### config.mk
export PLATFORM = sky130hd
export DESIGN_NAME = periodic_task_scheduler_core
export DESIGN_NICKNAME = d
export VERILOG_FILES = /design/src/rtl/pts_pkg.sv /design/src/rtl/periodic_task_scheduler_core.sv /design/src/rtl/pts_ctrl.sv /design/src/rtl/pts_dp.sv
export SDC_FILE = /design/constraint.sdc
export NUM_CORES = 1
export LEC_CHECK = 0
export BUFFER_PORTS_ARGS = -buffer_cell sky130_fd_sc_hd__buf_2
export CAP_MARGIN = 10
export CORE_MARGIN = 10
export CORE_UTILIZATION = 55
export DETAILED_ROUTE_END_ITERATION = 10
export GPL_TIMING_DRIVEN = 0
export PLACE_DENSITY = 0.75
export REMOVE_ABC_BUFFERS = 1
export SLEW_MARGIN = 20
export SYNTH_ARGS = -nofsm -noshare
export SYNTH_HDL_FRONTEND = slang
export SYNTH_SLANG_ARGS = --single-unit
### constraint.sdc
create_clock -name clk_i -period 7.2 [get_ports clk_i]
set_clock_uncertainty 0.15 [all_clocks]
set_input_delay 0.36 -clock clk_i [delete_from_list [all_inputs] [get_ports clk_i]]
set_output_delay 0.36 -clock clk_i [all_outputs]
set_load 0.03 [all_outputs]
### src/rtl/pts_pkg.sv
// ----------------------------------------------------------------------------
// pts_pkg
// Shared types and constants for the periodic task scheduler.
// ----------------------------------------------------------------------------
package pts_pkg;

  localparam int unsigned TASKS_DEF   = 16;
  localparam int unsigned MAX_RESULTS = 16;

  localparam int unsigned CMD_W   = 3;
  localparam int unsigned SLOT_W  = 8;
  localparam int unsigned TIME_W  = 32;
  localparam int unsigned TSLOT_W = 4;
  localparam int unsigned CNT_W   = $clog2(MAX_RESULTS);

  // input tdata layout, lowest bit first
  localparam int unsigned SLOT_LSB   = CMD_W;
  localparam int unsigned EN_BIT     = SLOT_LSB + SLOT_W;
  localparam int unsigned PERIOD_LSB = EN_BIT + 1;
  localparam int unsigned NOW_LSB    = PERIOD_LSB + TIME_W;
  localparam int unsigned IN_USED_W  = NOW_LSB + TIME_W;
  localparam int unsigned IN_DATA_W  = ((IN_USED_W + 7) / 8) * 8;

  // output tdata layout: status, task_slot
  localparam int unsigned OUT_USED_W = 1 + TSLOT_W;
  localparam int unsigned OUT_DATA_W = ((OUT_USED_W + 7) / 8) * 8;

  typedef enum logic [CMD_W-1:0] {
    CMD_ADD = 3'd0,
    CMD_DEL = 3'd1,
    CMD_EN  = 3'd2,
    CMD_DIS = 3'd3,
    CMD_UPD = 3'd4,
    CMD_RUN = 3'd5
  } cmd_e;

  typedef enum logic [2:0] {
    ST_IDLE,
    ST_ADD,
    ST_UPD,
    ST_RUN,
    ST_RESP
  } state_e;

  typedef struct packed {
    logic in_ready;
    logic load;
    logic idx_inc;
    logic rd_en;
    logic found_set;
    logic commit;
    logic run_fire;
    logic run_last;
  } ctrl_t;

  typedef struct packed {
    cmd_e new_cmd;
    logic period_zero;
    logic cur_free;
    logic cur_fire;
    logic fire_above;
    logic idx_last;
    logic cnt_last;
    logic out_free;
  } stat_t;

endpackage

### src/rtl/periodic_task_scheduler_core.sv
// ----------------------------------------------------------------------------
// periodic_task_scheduler_core
// Periodic task scheduler: slot table with add, delete, enable, disable,
// update and run commands.
// ----------------------------------------------------------------------------
//  port group   dir  content
//  s_axis_*     in   command transaction: cmd, slot, start_enabled, period, now
//  m_axis_*     out  result transaction: status, task_slot; tuser fired; tlast last
//
//  Delete, enable, disable and unknown commands go straight to the response.
//  Add: free-slot scan, one slot a cycle, to the first free slot or the last one;
//  a zero period skips it. Update: every slot in turn, one memory read a cycle;
//  run: one slot a cycle, with a final response only when no slot fires.
//  Reset clears all slot marks; the result register decouples output stalls,
//  which hold the slot walk of run only when a result is waiting.
// ----------------------------------------------------------------------------
module periodic_task_scheduler_core #(
  parameter int unsigned TASKS = pts_pkg::TASKS_DEF
) (
  input  logic                           clk_i,
  input  logic                           rst_ni,
  input  logic                           s_axis_tvalid,
  output logic                           s_axis_tready,
  // cmd[2:0], slot[10:3], start_enabled[11], period[43:12], now[75:44], zero pad
  input  logic [pts_pkg::IN_DATA_W-1:0]  s_axis_tdata,
  output logic                           m_axis_tvalid,
  input  logic                           m_axis_tready,
  // status[0], task_slot[4:1], zero pad
  output logic [pts_pkg::OUT_DATA_W-1:0] m_axis_tdata,
  // fired[0]
  output logic                           m_axis_tuser,
  output logic                           m_axis_tlast
);

  pts_pkg::ctrl_t ctrl;
  pts_pkg::stat_t stat;

  pts_ctrl u_ctrl (
    .clk_i      (clk_i),
    .rst_ni     (rst_ni),
    .in_valid_i (s_axis_tvalid),
    .stat_i     (stat),
    .ctrl_o     (ctrl)
  );

  pts_dp #(
    .TASKS (TASKS)
  ) u_dp (
    .clk_i       (clk_i),
    .rst_ni      (rst_ni),
    .ctrl_i      (ctrl),
    .stat_o      (stat),
    .in_data_i   (s_axis_tdata),
    .out_ready_i (m_axis_tready),
    .out_valid_o (m_axis_tvalid),
    .out_data_o  (m_axis_tdata),
    .out_fired_o (m_axis_tuser),
    .out_last_o  (m_axis_tlast)
  );

  assign s_axis_tready = ctrl.in_ready;

endmodule

### src/rtl/pts_ctrl.sv
// ----------------------------------------------------------------------------
// pts_ctrl
// Command sequencer: accepts a transaction, walks the slot table and issues
// result commands to the datapath.
// ----------------------------------------------------------------------------
module pts_ctrl (
  input  logic           clk_i,
  input  logic           rst_ni,
  input  logic           in_valid_i,
  input  pts_pkg::stat_t stat_i,
  output pts_pkg::ctrl_t ctrl_o
);

  pts_pkg::state_e state_q, state_d;
  logic            fire_last;

  assign fire_last = stat_i.cnt_last | ~stat_i.fire_above;

  always_ff @(posedge clk_i or negedge rst_ni) begin
    if (!rst_ni) begin
      state_q <= pts_pkg::ST_IDLE;
    end else begin
      state_q <= state_d;
    end
  end

  always_comb begin
    state_d = state_q;
    unique case (state_q)
      pts_pkg::ST_IDLE: begin
        if (in_valid_i) begin
          unique case (stat_i.new_cmd)
            pts_pkg::CMD_ADD: state_d = pts_pkg::ST_ADD;
            pts_pkg::CMD_UPD: state_d = pts_pkg::ST_UPD;
            pts_pkg::CMD_RUN: state_d = pts_pkg::ST_RUN;
            default:          state_d = pts_pkg::ST_RESP;
          endcase
        end
      end
      pts_pkg::ST_ADD: begin
        if (stat_i.period_zero || stat_i.cur_free || stat_i.idx_last) begin
          state_d = pts_pkg::ST_RESP;
        end
      end
      pts_pkg::ST_UPD: begin
        if (stat_i.idx_last) begin
          state_d = pts_pkg::ST_RESP;
        end
      end
      pts_pkg::ST_RUN: begin
        if (stat_i.cur_fire) begin
          if (stat_i.out_free && fire_last) begin
            state_d = pts_pkg::ST_IDLE;
          end
        end else if (stat_i.idx_last) begin
          state_d = pts_pkg::ST_RESP;
        end
      end
      pts_pkg::ST_RESP: begin
        if (stat_i.out_free) begin
          state_d = pts_pkg::ST_IDLE;
        end
      end
      default: state_d = pts_pkg::ST_IDLE;
    endcase
  end

  always_comb begin
    ctrl_o = '0;
    unique case (state_q)
      pts_pkg::ST_IDLE: begin
        ctrl_o.in_ready = 1'b1;
        ctrl_o.load     = in_valid_i;
      end
      pts_pkg::ST_ADD: begin
        if (!stat_i.period_zero) begin
          if (stat_i.cur_free) begin
            ctrl_o.found_set = 1'b1;
          end else begin
            ctrl_o.idx_inc = ~stat_i.idx_last;
          end
        end
      end
      pts_pkg::ST_UPD: begin
        ctrl_o.rd_en   = 1'b1;
        ctrl_o.idx_inc = ~stat_i.idx_last;
      end
      pts_pkg::ST_RUN: begin
        if (stat_i.cur_fire) begin
          if (stat_i.out_free) begin
            ctrl_o.run_fire = 1'b1;
            ctrl_o.run_last = fire_last;
            ctrl_o.idx_inc  = ~fire_last & ~stat_i.idx_last;
          end
        end else begin
          ctrl_o.idx_inc = ~stat_i.idx_last;
        end
      end
      pts_pkg::ST_RESP: begin
        ctrl_o.commit = stat_i.out_free;
      end
      default: ctrl_o = '0;
    endcase
  end

endmodule

### src/rtl/pts_dp.sv
// ----------------------------------------------------------------------------
// pts_dp
// Scheduler datapath: slot flags, interval and last-run memories, command
// registers, walk counters and the result register.
// ----------------------------------------------------------------------------
module pts_dp #(
  parameter int unsigned TASKS = pts_pkg::TASKS_DEF
) (
  input  logic                            clk_i,
  input  logic                            rst_ni,
  input  pts_pkg::ctrl_t                  ctrl_i,
  output pts_pkg::stat_t                  stat_o,
  input  logic [pts_pkg::IN_DATA_W-1:0]   in_data_i,
  input  logic                            out_ready_i,
  output logic                            out_valid_o,
  output logic [pts_pkg::OUT_DATA_W-1:0]  out_data_o,
  output logic                            out_fired_o,
  output logic                            out_last_o
);

  localparam int unsigned IDX_W = (TASKS > 1) ? $clog2(TASKS) : 1;

  pts_pkg::cmd_e                    cmd_q;
  logic [pts_pkg::SLOT_W-1:0]       slot_q;
  logic                             start_en_q;
  logic [pts_pkg::TIME_W-1:0]       period_q;
  logic [pts_pkg::TIME_W-1:0]       now_q;

  logic [IDX_W-1:0]                 idx_q, idx_d;
  logic [pts_pkg::CNT_W-1:0]        cnt_q, cnt_d;
  logic                             found_q, found_d;
  logic                             rd_vld_q;
  logic [IDX_W-1:0]                 rd_idx_q;

  logic [TASKS-1:0]                 occ_q, occ_d;
  logic [TASKS-1:0]                 en_q, en_d;
  logic [TASKS-1:0]                 due_q, due_d;
  logic [TASKS-1:0]                 fire_vec;
  logic [TASKS-1:0]                 above_vec;

  logic [pts_pkg::TIME_W-1:0]       int_mem  [TASKS];
  logic [pts_pkg::TIME_W-1:0]       last_mem [TASKS];
  logic [pts_pkg::TIME_W-1:0]       int_rd_q;
  logic [pts_pkg::TIME_W-1:0]       last_rd_q;
  logic [pts_pkg::TIME_W-1:0]       elapsed;

  logic                             slot_ok;
  logic [IDX_W-1:0]                 slot_idx;
  logic                             add_wr;
  logic                             res_status;
  logic [pts_pkg::TSLOT_W-1:0]      res_slot;

  logic                             out_vld_q;
  logic                             out_status_q;
  logic [pts_pkg::TSLOT_W-1:0]      out_slot_q;
  logic                             out_fired_q;
  logic                             out_last_q;

  // command capture
  always_ff @(posedge clk_i) begin
    if (ctrl_i.load) begin
      cmd_q      <= pts_pkg::cmd_e'(in_data_i[pts_pkg::CMD_W-1:0]);
      slot_q     <= in_data_i[pts_pkg::SLOT_LSB +: pts_pkg::SLOT_W];
      start_en_q <= in_data_i[pts_pkg::EN_BIT];
      period_q   <= in_data_i[pts_pkg::PERIOD_LSB +: pts_pkg::TIME_W];
      now_q      <= in_data_i[pts_pkg::NOW_LSB +: pts_pkg::TIME_W];
    end
  end

  assign slot_ok  = slot_q < pts_pkg::SLOT_W'(TASKS);
  assign slot_idx = slot_q[IDX_W-1:0];
  assign add_wr   = ctrl_i.commit && (cmd_q == pts_pkg::CMD_ADD) && found_q;

  // walk counters
  always_comb begin
    idx_d   = idx_q;
    cnt_d   = cnt_q;
    found_d = found_q;
    if (ctrl_i.load) begin
      idx_d   = '0;
      cnt_d   = '0;
      found_d = 1'b0;
    end else begin
      if (ctrl_i.idx_inc) begin
        idx_d = idx_q + 1'b1;
      end
      if (ctrl_i.run_fire) begin
        cnt_d = cnt_q + 1'b1;
      end
      if (ctrl_i.found_set) begin
        found_d = 1'b1;
      end
    end
  end

  always_ff @(posedge clk_i or negedge rst_ni) begin
    if (!rst_ni) begin
      idx_q    <= '0;
      cnt_q    <= '0;
      found_q  <= 1'b0;
      rd_vld_q <= 1'b0;
      rd_idx_q <= '0;
    end else begin
      idx_q    <= idx_d;
      cnt_q    <= cnt_d;
      found_q  <= found_d;
      rd_vld_q <= ctrl_i.rd_en;
      rd_idx_q <= idx_q;
    end
  end

  // interval and last-run stores; occupied mark qualifies every read
  always_ff @(posedge clk_i) begin
    if (add_wr) begin
      int_mem[idx_q] <= period_q;
    end
    if (add_wr || ctrl_i.run_fire) begin
      last_mem[idx_q] <= now_q;
    end
    if (ctrl_i.rd_en) begin
      int_rd_q  <= int_mem[idx_q];
      last_rd_q <= last_mem[idx_q];
    end
  end

  assign elapsed = now_q - last_rd_q;

  // slot flags
  always_comb begin
    occ_d = occ_q;
    en_d  = en_q;
    due_d = due_q;
    if (rd_vld_q && occ_q[rd_idx_q] && en_q[rd_idx_q] && (elapsed >= int_rd_q)) begin
      due_d[rd_idx_q] = 1'b1;
    end
    if (ctrl_i.run_fire) begin
      due_d[idx_q] = 1'b0;
    end
    if (ctrl_i.commit) begin
      unique case (cmd_q)
        pts_pkg::CMD_ADD: begin
          if (found_q) begin
            occ_d[idx_q] = 1'b1;
            en_d[idx_q]  = start_en_q;
            due_d[idx_q] = 1'b0;
          end
        end
        pts_pkg::CMD_DEL: begin
          if (slot_ok) begin
            occ_d[slot_idx] = 1'b0;
            en_d[slot_idx]  = 1'b0;
            due_d[slot_idx] = 1'b0;
          end
        end
        pts_pkg::CMD_EN, pts_pkg::CMD_DIS: begin
          if (slot_ok && occ_q[slot_idx]) begin
            en_d[slot_idx] = (cmd_q == pts_pkg::CMD_EN);
          end
        end
        default: ;
      endcase
    end
  end

  always_ff @(posedge clk_i or negedge rst_ni) begin
    if (!rst_ni) begin
      occ_q <= '0;
      en_q  <= '0;
      due_q <= '0;
    end else begin
      occ_q <= occ_d;
      en_q  <= en_d;
      due_q <= due_d;
    end
  end

  assign fire_vec = occ_q & en_q & due_q;

  always_comb begin
    for (int j = 0; j < TASKS; j++) begin
      above_vec[j] = fire_vec[j] && (IDX_W'(j) > idx_q);
    end
  end

  // single-result outcome
  always_comb begin
    res_slot = '0;
    unique case (cmd_q)
      pts_pkg::CMD_ADD: begin
        res_status = ~found_q;
        res_slot   = found_q ? pts_pkg::TSLOT_W'(idx_q) : '0;
      end
      pts_pkg::CMD_DEL:                  res_status = ~slot_ok;
      pts_pkg::CMD_EN, pts_pkg::CMD_DIS: res_status = ~(slot_ok && occ_q[slot_idx]);
      pts_pkg::CMD_UPD, pts_pkg::CMD_RUN: res_status = 1'b0;
      default:                           res_status = 1'b1;
    endcase
  end

  // result register
  always_ff @(posedge clk_i or negedge rst_ni) begin
    if (!rst_ni) begin
      out_vld_q <= 1'b0;
    end else if (ctrl_i.commit || ctrl_i.run_fire) begin
      out_vld_q <= 1'b1;
    end else if (out_ready_i) begin
      out_vld_q <= 1'b0;
    end
  end

  always_ff @(posedge clk_i) begin
    if (ctrl_i.commit) begin
      out_status_q <= res_status;
      out_slot_q   <= res_slot;
      out_fired_q  <= 1'b0;
      out_last_q   <= 1'b1;
    end else if (ctrl_i.run_fire) begin
      out_status_q <= 1'b0;
      out_slot_q   <= pts_pkg::TSLOT_W'(idx_q);
      out_fired_q  <= 1'b1;
      out_last_q   <= ctrl_i.run_last;
    end
  end

  assign out_valid_o = out_vld_q;
  assign out_data_o  = pts_pkg::OUT_DATA_W'({out_slot_q, out_status_q});
  assign out_fired_o = out_fired_q;
  assign out_last_o  = out_last_q;

  assign stat_o.new_cmd     = pts_pkg::cmd_e'(in_data_i[pts_pkg::CMD_W-1:0]);
  assign stat_o.period_zero = (period_q == '0);
  assign stat_o.cur_free    = ~occ_q[idx_q];
  assign stat_o.cur_fire    = fire_vec[idx_q];
  assign stat_o.fire_above  = |above_vec;
  assign stat_o.idx_last    = (idx_q == IDX_W'(TASKS - 1));
  assign stat_o.cnt_last    = (cnt_q == pts_pkg::CNT_W'(pts_pkg::MAX_RESULTS - 1));
  assign stat_o.out_free    = ~out_vld_q | out_ready_i;

endmodule

======== Word level (Yosys, flattened, before mapping) ========
Memories as Yosys holds them, arrays and structs flattened. A register that Yosys moved wholly into a read port is not among the register bits.
Index checks and enable logic that the tools add are counted.
word-level totals
  bits in registers ....................... 149
  bits in writable memories ............... 1024
  logic and storage cells ................. 209
  memories ................................ 2
memory list
  name           depth  width  rd ports  clocked after Yosys merged registers in  write ports  RTL line      text
  u_dp.int_mem   16     32     1         1                                        1            pts_dp.sv:41  logic [pts_pkg::TIME_W-1:0] int_mem [TASKS];
  u_dp.last_mem  16     32     1         1                                        1            pts_dp.sv:42  logic [pts_pkg::TIME_W-1:0] last_mem [TASKS];
cells by class
  add/subtract/negate cells ............... 3
  $lt $le $gt $ge ......................... 24
  equal/unequal tests ..................... 20
  multiplexer cells ....................... 72
  bitwise logic cells ..................... 22
  reductions and logical operators ........ 47
operator list
  cell                  count
  $mux W16              10
  $and A16 B16 Y16      7
  $pmux W16 S2          2
  $pmux W16 S3          1
  $bwmux W16            2
  $ge A32 B32 Y1        1
  $gt A4 B4 Y1 const A  8
  $logic_not A32 Y1     1
  $mux W4               8
  $not A16 Y16          2
  $or A16 B16 Y16       2
  $sub A32 B32 Y32      1
  $mux W1               27
  $logic_and A1 B1 Y1   26
  $bmux W1 S4           5
  $mux W3               6
  $gt A3 B4 Y1 const A  4
  $reduce_or A16 Y1     1
  $eq A3 B3 Y1 const B  5
  $lt A4 B5 Y1 const B  3
  $pmux W3 S5           1
  $demux W1 S4          3
  $eq A3 B2 Y1 const B  4
  $ge A4 B1 Y1 const B  3
  23 further kinds      55

======== Longest topological paths before layout ========
Gate-level depths: netlist of the first run.
  word-level depth ........................ 14
  depth in mapped cells ................... 21
  depth with buffers taken out ............ 21

======== Modules after synthesis ========
Synthesis of the first run repeated with hierarchy kept, for this count alone.
unflattened totals
  cell total of the unflattened synthesis .. 2997
  area, all modules ....................... 50777.4 um2
by module, submodules not included
  module    times used  cells each  area an instance (um2)  sequential area each (um2)
  pts_dp    1           2957        50474.7                 36720.2
  pts_ctrl  1           40          302.8                   75.1

======== Worst setup path before layout of the first run ========
OpenSTA, ideal clock, no wires.
  path kind ............................... register to register
  start ................................... register u_dp.idx_q[0]
  end ..................................... memory u_dp.int_mem[8][0] (netlist bit), enable pin
  data arrival time ....................... 4.864 ns
  data required time ...................... 6.549 ns
  slack ................................... 1.685 ns
  stages on the path, launching flop included .. 11
  buffers on the path ..................... 3
  clock period less this slack ............ 5.515 ns
  path through ............................ dfrtp_1 -> buf_6 -> buf_8 -> nand4b_2 -> mux2i_1 -> o2111ai_2 -> a41oi_2 -> and3_4 -> buf_6 -> nor2_1 -> nor4_1
RTL lines
  item                    RTL line       text
  start, declared         pts_dp.sv:29   logic [IDX_W-1:0] idx_q, idx_d;
  start signal, assigned  pts_dp.sv:104  idx_q <= idx_d;
  end, declared           pts_dp.sv:41
Straight into the memory's write port.

======== Worst setup path after layout of the first run ========
  start ................................... register u_dp.now_q[3] (netlist bit)
  end ..................................... register u_dp.due_q[15]
on the way
  word-level cells in the longest chain between the ends .. 10
ends and longest elaborated chain
  item                         RTL line                      text
  start, declared              pts_dp.sv:27                  logic [pts_pkg::TIME_W-1:0] now_q;
  start signal, assigned       pts_dp.sv:66                  now_q <= in_data_i[pts_pkg::NOW_LSB +: pts_pkg::TIME_W];
  $sub A32 B32 Y32 *           pts_dp.sv:126                 assign elapsed = now_q - last_rd_q;
  $ge A32 B32 Y1 *             pts_dp.sv:133                 if (rd_vld_q && occ_q[rd_idx_q] && en_q[rd_idx_q] && (elapsed >= int_rd_q)) begin
  $logic_and A1 B1 Y1 *        pts_dp.sv:133
  $mux W16 *                   pts_dp.sv:133
  $and A16 B16 Y16 (no line)   -
  $mux W16 *                   pts_dp.sv:136                 if (ctrl_i.run_fire) begin
  $and A16 B16 Y16 (no line)   -
  $mux W16 (on tied branches)  pts_dp.sv:149, pts_dp.sv:142
  $pmux W16 S2                 pts_dp.sv:140                 unique case (cmd_q)
  $mux W16 *                   pts_dp.sv:139                 if (ctrl_i.commit) begin
  via u_dp.due_d[15]           pts_dp.sv:37                  logic [TASKS-1:0] due_q, due_d;
  end signal, assigned         pts_dp.sv:173                 due_q <= due_d;
  end, declared                pts_dp.sv:37
Mark *: on every way through the listed nets, which the timed path passes. The rest lies on a longest branch.
A chain may end at the register's enable or synchronous reset.

==> flow_metrics.py, run 1 <==
metrics = {
    "run_status": {
        "status": "completed",
    },
    "clock_network": {
        "clock-root-buffer": "clkbuf_16",
        "cts_tree": "done",
        "htreeDepth": 3,
        "clock_sinks": 1237,
        "clock_path_buffers": 3,
        "numCtsBuffers": 119,
        "clock_latency_ps": 720,
        "path_clk_slew_ps": 60,
        "post-cts-setup-buffers": 0,
    },
    "routing": {
        "via_per_inst": 6.484,
        "wl_mm": 127.0,
        "postRouteAntennaNets": 0,
        "wl_per_cell_um": 28.48,
        "vias": 28920,
        "first_pass_iters": 6,
        "drc": 0,
        "drtIter0Drc": 3287,
    },
    "global_routing": {
        "grt_pass1_wl_mm": 188.2,
        "grt_max_degree": 53,
        "antenna_found_initial": 2,
        "track_usage_pct": 24.26,
        "grt_overflow": 0,
        "grt_pass1_vias": 29470,
    },
    "pwr": {
        "p_sw_mw": 4.936,
        "powerDensity_nw_per_um2": 311.7,
        "internal_power_mw": 13.33,
        "p_seq_share_pct": 48.7,
        "p_leak_nw": 19.26,
        "p_clk_share_pct": 33.4,
        "p_sw_share_pct": 27.02,
        "p_comb_share_pct": 17.8,
        "vdd.ir_drop.worst_mv": 0.2532,
        "fin_total_pwr_mw": 18.27,
    },
    "yosys": {
        "synth_edf_count": 1169,
        "synthCells": 2934,
        "yosysTopAreaCell": "edfxtp_1",
        "synth_warnings": 0,
        "syn_area_per_cell_um2": 17.19,
        "netlist_top_cells_count": "edfxtp_1, mux2i_1, nor2_1",
        "synth-main-ff-cell": "edfxtp_1",
        "synth_area_um2": 50430,
        "async_reset_ff_share_pct": 5.335,
        "synth_top_area_share_pct": 69.61,
        "ys_seq_area_share_pct": 72.97,
        "synth_cell_types": 81,
        "synth_most_common_cell": "edfxtp_1",
        "synth_area_leaders": "edfxtp_1, mux4_2, mux2i_1, dfrtp_1, o221ai_1",
        "ys_seq_elements": 1237,
    },
    "run": {
        "drv_cap": 0,
    },
    "floorplanning": {
        "die_y_um": 322.8,
        "ios": 96,
        "die_w_um": 322.8,
        "initial_core_util_pct": 55.18,
        "rows": 111,
        "dieArea_um2": 104200,
        "core-area_um2": 91390,
    },
    "timing": {
        "rsz0062_at_grt": "no",
        "fin_crit_ps": 6079,
        "finalCritPeriodShare_pct": 84.42,
        "max_freq_mhz": 164.5,
        "totalNegativeSetupSlack_ps": 0,
        "worst_pin_slew_ps": 1024,
        "finalHoldViolCount": 0,
        "finalSetupViolations": 0,
        "maxSlewHeadroom_pct": 31.55,
        "report.final.slew_viol_count": 0,
    },
    "critical_path": {
        "end_kind": "register",
        "critical_path_required_ps": 7660,
        "crit_arrival_ps": 6540,
        "crit_type": "reg2reg",
        "cp_max_fo": 17,
        "r2r_slack_ps": 1120,
        "start_kind": "register",
    },
    "place": {
        "io_buffers": 88,
        "dp_hpwl_mm": 78.18,
        "place.gp.congestion": 0.8979,
    },
    "finish": {
        "antenna_cells": 0,
        "syn_to_final_growth_pct": 16.21,
        "fill_cells": 6132,
        "drive_above_1_share_pct": 16.92,
        "final_nets": 3323,
    },
    "hold_path": {
        "hp-class": "in2async",
    },
}
power groups by stage:
stage / Combinational, mW / Sequential, mW / Clock [mW]
floorplan: 2.67 / 9.12 / 0
global placement: 3.20 / 9.31 / 0
detailed placement: 3.19 / 9.04 / 0
CTS: 3.25 / 8.89 / 6.17
global route: 3.50 / 8.94 / 6.47
finish: 3.26 / 8.90 / 6.11
stage by stage:
step                setup WS [ps]  hold WS, ps  cell area [um^2]  utilization, %  instances
floorplan                  -10930       -85.59             49770               -       2790
global placement           -20480        295.5             51700           56.57       4064
detailed placement           1136        131.9             53980           59.07       4155
CTS                          1108        32.82             58610           64.13       4460
global route                746.8        68.03             58610           64.13       4460
finish                       1121        53.08             58610           64.13       4460
critical path, cell delays in order (launching register included):
cell and delay, ps:
edfxtp_1 590, ha_1 440, a21o_1 220, a2111oi_2 410, a21oi_1 190, nor2_1 320
o21ai_2 170, a311oi_1 540, or4_1 200, o211ai_1 130, ha_1 350, nand4_1 160
nor3_1 290, nand4_1 200, o31ai_1 730, o21ai_0 510, a211oi_1 360
kinds of logic (layout without fill, tap and decap cells):
kind of cell	after synthesis	after routing	synth area share, %
buffers and inverters	240	578	2.015
multiplexers	402	402	11.47
other	1	3	0.007436
AO/OA/AOI/OAI	546	546	7.364
XOR/XNOR	30	30	0.5210
AND/OR/NAND/NOR	409	409	3.930
adder cells (fa/ha/maj)	69	69	1.727
flip-flops	1237	1237	72.97
path summary, 6_finish.rpt:
check / from / end / cells past startpoint
max in group asynchronous: rst_ni / u_dp.idx_q[0]$_DFFE_PN0P_ / 3
setup reg to reg: u_dp.now_q[3]$_DFFE_PP_ / u_dp.due_q[15]$_DFF_PN0_ / 16
hold reg to reg: u_dp.out_last_o$_SDFFE_PP1P_ / u_dp.out_last_o$_SDFFE_PP1P_ / 2
min in group clk_i: s_axis_tdata[63] / u_dp.now_q[19]$_DFFE_PP_ / 2
hold / removal: rst_ni / async pin / 3
setup / recovery: u_dp.now_q[3]$_DFFE_PP_ / u_dp.due_q[15]$_DFF_PN0_ / 16
cell usage in the layout, fill, tap and decap left out, types with 62 or more instances in the layout:
cell,Yosys,final
edfxtp_1,1169,1169
mux2i_1,261,261
mux4_2,138,138
o221ai_1,128,128
nor2_1,149,126
a21oi_1,123,123
clkbuf_16,0,119
buf_2,44,93
nand2_1,93,91
inv_1,92,90
o22ai_1,82,82
dlygate4sd3_1,0,80
o21ai_0,76,76
ha_1,68,68
dfrtp_1,66,62
sequential cells by signal, indices dropped and copies added, names as in the netlist, 8 cells and up, named ones only:
register	count
u_dp.slot_q	8
u_dp.due_q	16
u_dp.int_mem	512
u_dp.last_rd_q	32
u_dp.period_q	32
u_dp.occ_q	16
u_dp.now_q	32
u_dp.last_mem	512
u_dp.int_rd_q	32
area by class of cell:
cell class,count,area [um^2],area share [%]
clock buffer,143,3088,5.269
clock inverter,82,732.0,1.249
inverter,94,367.9,0.6277
multi-input combinational,1459,12870,21.96
sequential,1237,36810,62.81
tap,1186,1484,2.532
timing repair buffer,259,3256,5.555
layer usage:
metal	GRT usage (%)	part of all wire, %	vias to the layer above
li1	-	-	12350
met1	32.79	40	14930
met2	40.39	50	1386
met3	3.997	7.6	260
met4	7.294	2.8	0
met5	0	0	-
repair_timing:
| action | in CTS | in global routing |
|---|---|---|
| endpoints found under the hold margin | 149 | 0 |
| setup endpoints to repair | 0 | 0 |
| hold buffers | 80 | 0 |
| gates resized for setup | 0 | 0 |
No activity file was read; power rests on OpenSTA's default activity.
==> run 2, diff against run 1 <==
--- a/config.mk
+++ b/config.mk
@@ -11,7 +11,7 @@
 export CORE_UTILIZATION = 55
 export DETAILED_ROUTE_END_ITERATION = 10
 export GPL_TIMING_DRIVEN = 0
-export PLACE_DENSITY = 0.75
+export PLACE_DENSITY = 0.78
 export REMOVE_ABC_BUFFERS = 1
 export SLEW_MARGIN = 20
 export SYNTH_ARGS = -nofsm -noshare
==> constraint.sdc (replaced) <==
create_clock -name clk_i -period 5.19 [get_ports clk_i]
set_clock_uncertainty 0.15 [all_clocks]
set_input_delay 0.2595 -clock clk_i [delete_from_list [all_inputs] [get_ports clk_i]]
set_output_delay 0.2595 -clock clk_i [all_outputs]
set_load 0.03 [all_outputs]
==> run 2 against run 1 <==
Against the previous run: sequential cell count did not move; clock power rose by 50%; sequential share of layout area fell by 0.87 points; first-iteration DRC count rose by 14%; power rose by 44%; hold slack improved by 46 ps; maximum frequency rose by 20%; largest power group unchanged; highest routed layer unchanged.
==> flow_metrics.py, run 2 (synthesis results as in run 1) <==
metrics = {
    "floorplanning": {
        "initial_core_util_pct": 55.18,
        "die_y_um": 322.8,
        "rows": 111,
        "die_w_um": 322.8,
        "dieArea_um2": 104200,
        "ios": 96,
        "core-area_um2": 91390,
    },
    "critical_path": {
        "cpPeakStageDelay_ps": 460,
        "end_kind": "register",
        "path_delay_family": "compound AO/OA/AOI/OAI gates",
        "crit_type": "reg2reg",
        "slowest_stage": "edfxtp_1",
        "start_kind": "register",
        "critical_path_required_ps": 5650,
        "crit_arrival_ps": 5510,
        "worstPathCellList": "ha_1, a21o_1, a2111oi_2, a21oi_1, nor2_2, o21ai_4, a311oi_2, or4_1, o211ai_1, ha_1, nand4_1, nor3_2, nand4_1, buf_4, o31ai_2, buf_4, o2111ai_4, a211oi_2",
        "cp_max_fo": 5,
        "crit_buf_inv": 2,
    },
    "clock_network": {
        "numCtsBuffers": 119,
        "clock-root-buffer": "clkbuf_16",
        "clock_path_buffers": 3,
        "cts_tree": "done",
        "htreeDepth": 3,
        "clock_latency_ps": 720,
        "clock_sinks": 1237,
        "path_clk_slew_ps": 70,
    },
    "pwr": {
        "powerDensity_nw_per_um2": 442.3,
        "internal_power_mw": 19.23,
        "vdd.ir_drop.worst_mv": 0.3635,
        "p_sw_share_pct": 26.82,
        "p_seq_share_pct": 46.5,
        "p_comb_share_pct": 18.6,
        "p_clk_share_pct": 35.0,
        "p_leak_nw": 19.63,
        "p_sw_mw": 7.049,
    },
    "finish": {
        "drive_above_1_share_pct": 19.10,
        "most-common-layout-cells": "edfxtp_1, mux2i_1, mux4_2",
        "multiInputGateArea_um2": 13060,
        "antenna_cells": 0,
        "final_common_cell": "edfxtp_1",
        "fin_util_pct": 65.03,
        "final_nets": 3354,
        "syn_to_final_growth_pct": 17.84,
        "largestRegisters": "u_dp.int_mem: 512 flops, u_dp.last_mem: 512 flops",
        "register_area_um2": 36810,
        "fill_cells": 5882,
    },
    "timing": {
        "totalNegativeSetupSlack_ps": 0,
        "max_freq_mhz": 198.0,
        "worst_pin_slew_ps": 1179,
        "finalCritPeriodShare_pct": 97.32,
        "finalHoldViolCount": 0,
        "finalSetupViolations": 0,
        "maxSlewHeadroom_pct": 21.40,
        "report.final.slew_viol_count": 0,
        "fin_crit_ps": 5051,
    },
    "hold_path": {
        "hp-class": "in2reg",
    },
    "global_routing": {
        "grt_pass1_wl_mm": 190.8,
        "track_usage_pct": 24.54,
        "grt_overflow": 0,
        "grt_max_degree": 55,
        "grt_pass1_vias": 30070,
        "antenna_found_initial": 1,
    },
    "routing": {
        "first_pass_iters": 6,
        "vias": 29190,
        "drtIter0Drc": 3763,
        "wl_mm": 128.0,
        "wl_per_cell_um": 28.52,
        "postRouteAntennaNets": 0,
        "via_per_inst": 6.502,
        "drc": 0,
    },
    "place": {
        "place.gp.congestion": 0.8904,
        "io_buffers": 88,
        "dp_hpwl_mm": 77.78,
    },
    "run_status": {
        "status": "completed",
    },
    "run": {
        "drv_cap": 0,
    },
}
run 2: cell types whose count changed in the layout (fill, tap and decap cells not counted), moves of 3 or more:
| cell | change |
|---|---|
| clkinvlp_4 | +3 |
| buf_12 | +3 |
| bufinv_16 | +13 |
| buf_4 | +29 |
| a211oi_1 | -14 |
| a211oi_2 | +14 |
| clkbuf_1 | -9 |
| clkinv_1 | -13 |
run 2: layout make-up:
type / instances / share of cell area, %
clock inverter: 90 / 1.912
multi-input combinational: 1459 / 21.97
inverter: 94 / 0.6190
tap: 1186 / 2.497
clock buffer: 133 / 5.135
sequential: 1237 / 61.94
timing repair buffer: 290 / 5.925
run 2: timing repair:
item / CTS / global route
hold buffers: 82 / 0
endpoints found under the setup margin: 16 / 30
endpoints found under the hold margin: 149 / 0
resized for setup: 13 / 23
setup buffers: 19 / 8
pin swaps: 1 / 6
run 2: metal layers:
layer	up-vias	track usage (%)	share of wire [%]
met5	-	0	0
met4	0	8.779	3.5
met2	1595	41.19	50
met1	14880	32.18	38
met3	309	4.160	8.5
li1	12410	-	-
run 2: path summary, 6_finish.rpt:
| path | start | end | slack [ps] | depth (start not counted) |
|---|---|---|---|---|
| min in group asynchronous | rst_ni | u_dp.cnt_q[2]$_DFFE_PN0P_ | 440 | 4 |
| max in group asynchronous | rst_ni | u_dp.idx_q[1]$_DFFE_PN0P_ | 4150 | 4 |
| max reg2reg | u_dp.now_q[3]$_DFFE_PP_ | u_dp.due_q[1]$_DFF_PN0_ | 140 | 18 |
| min | s_axis_tdata[11] | u_dp.start_en_q$_DFFE_PP_ | 100 | 2 |
| min reg2reg | u_dp.out_fired_o$_SDFFE_PP0P_ | u_dp.out_fired_o$_SDFFE_PP0P_ | 340 | 1 |
| max | u_dp.now_q[3]$_DFFE_PP_ | u_dp.due_q[1]$_DFF_PN0_ | 140 | 18 |
run 2: worst register-to-register path, stage by stage (launching register included):
cell       delay (ps)
edfxtp_1          460
ha_1              390
a21o_1            220
a2111oi_2         420
a21oi_1           180
nor2_2            230
o21ai_4           120
a311oi_2          370
or4_1             170
o211ai_1          160
ha_1              380
nand4_1           190
nor3_2            260
nand4_1           150
buf_4             180
o31ai_2           210
buf_4             230
o2111ai_4         190
a211oi_2          310
run 2: stage by stage:
stage	std cells	cell area [um^2]	setup slack, ps	hold WS (ps)	power [mW]
finish	4489	59420	138.9	98.97	26.28
global route	4489	59420	-22.83	87.76	27.16
CTS	4481	59240	0.2820	69.47	26.26
detailed placement	4157	54010	-956.1	46.20	17.00
global placement	4064	51700	-22100	286.7	17.03
floorplan	2790	49770	-12940	-186.1	15.49
run 2: power groups by stage:
stage	clock [mW]	sequential, mW	combinational [mW]
2_1_floorplan	0	12.5	2.99
3_3_place_gp	0	12.9	4.16
3_5_place_dp	0	12.5	4.53
4_1_cts	9.27	12.2	4.79
5_1_grt	9.68	12.3	5.22
6_report	9.19	12.2	4.88
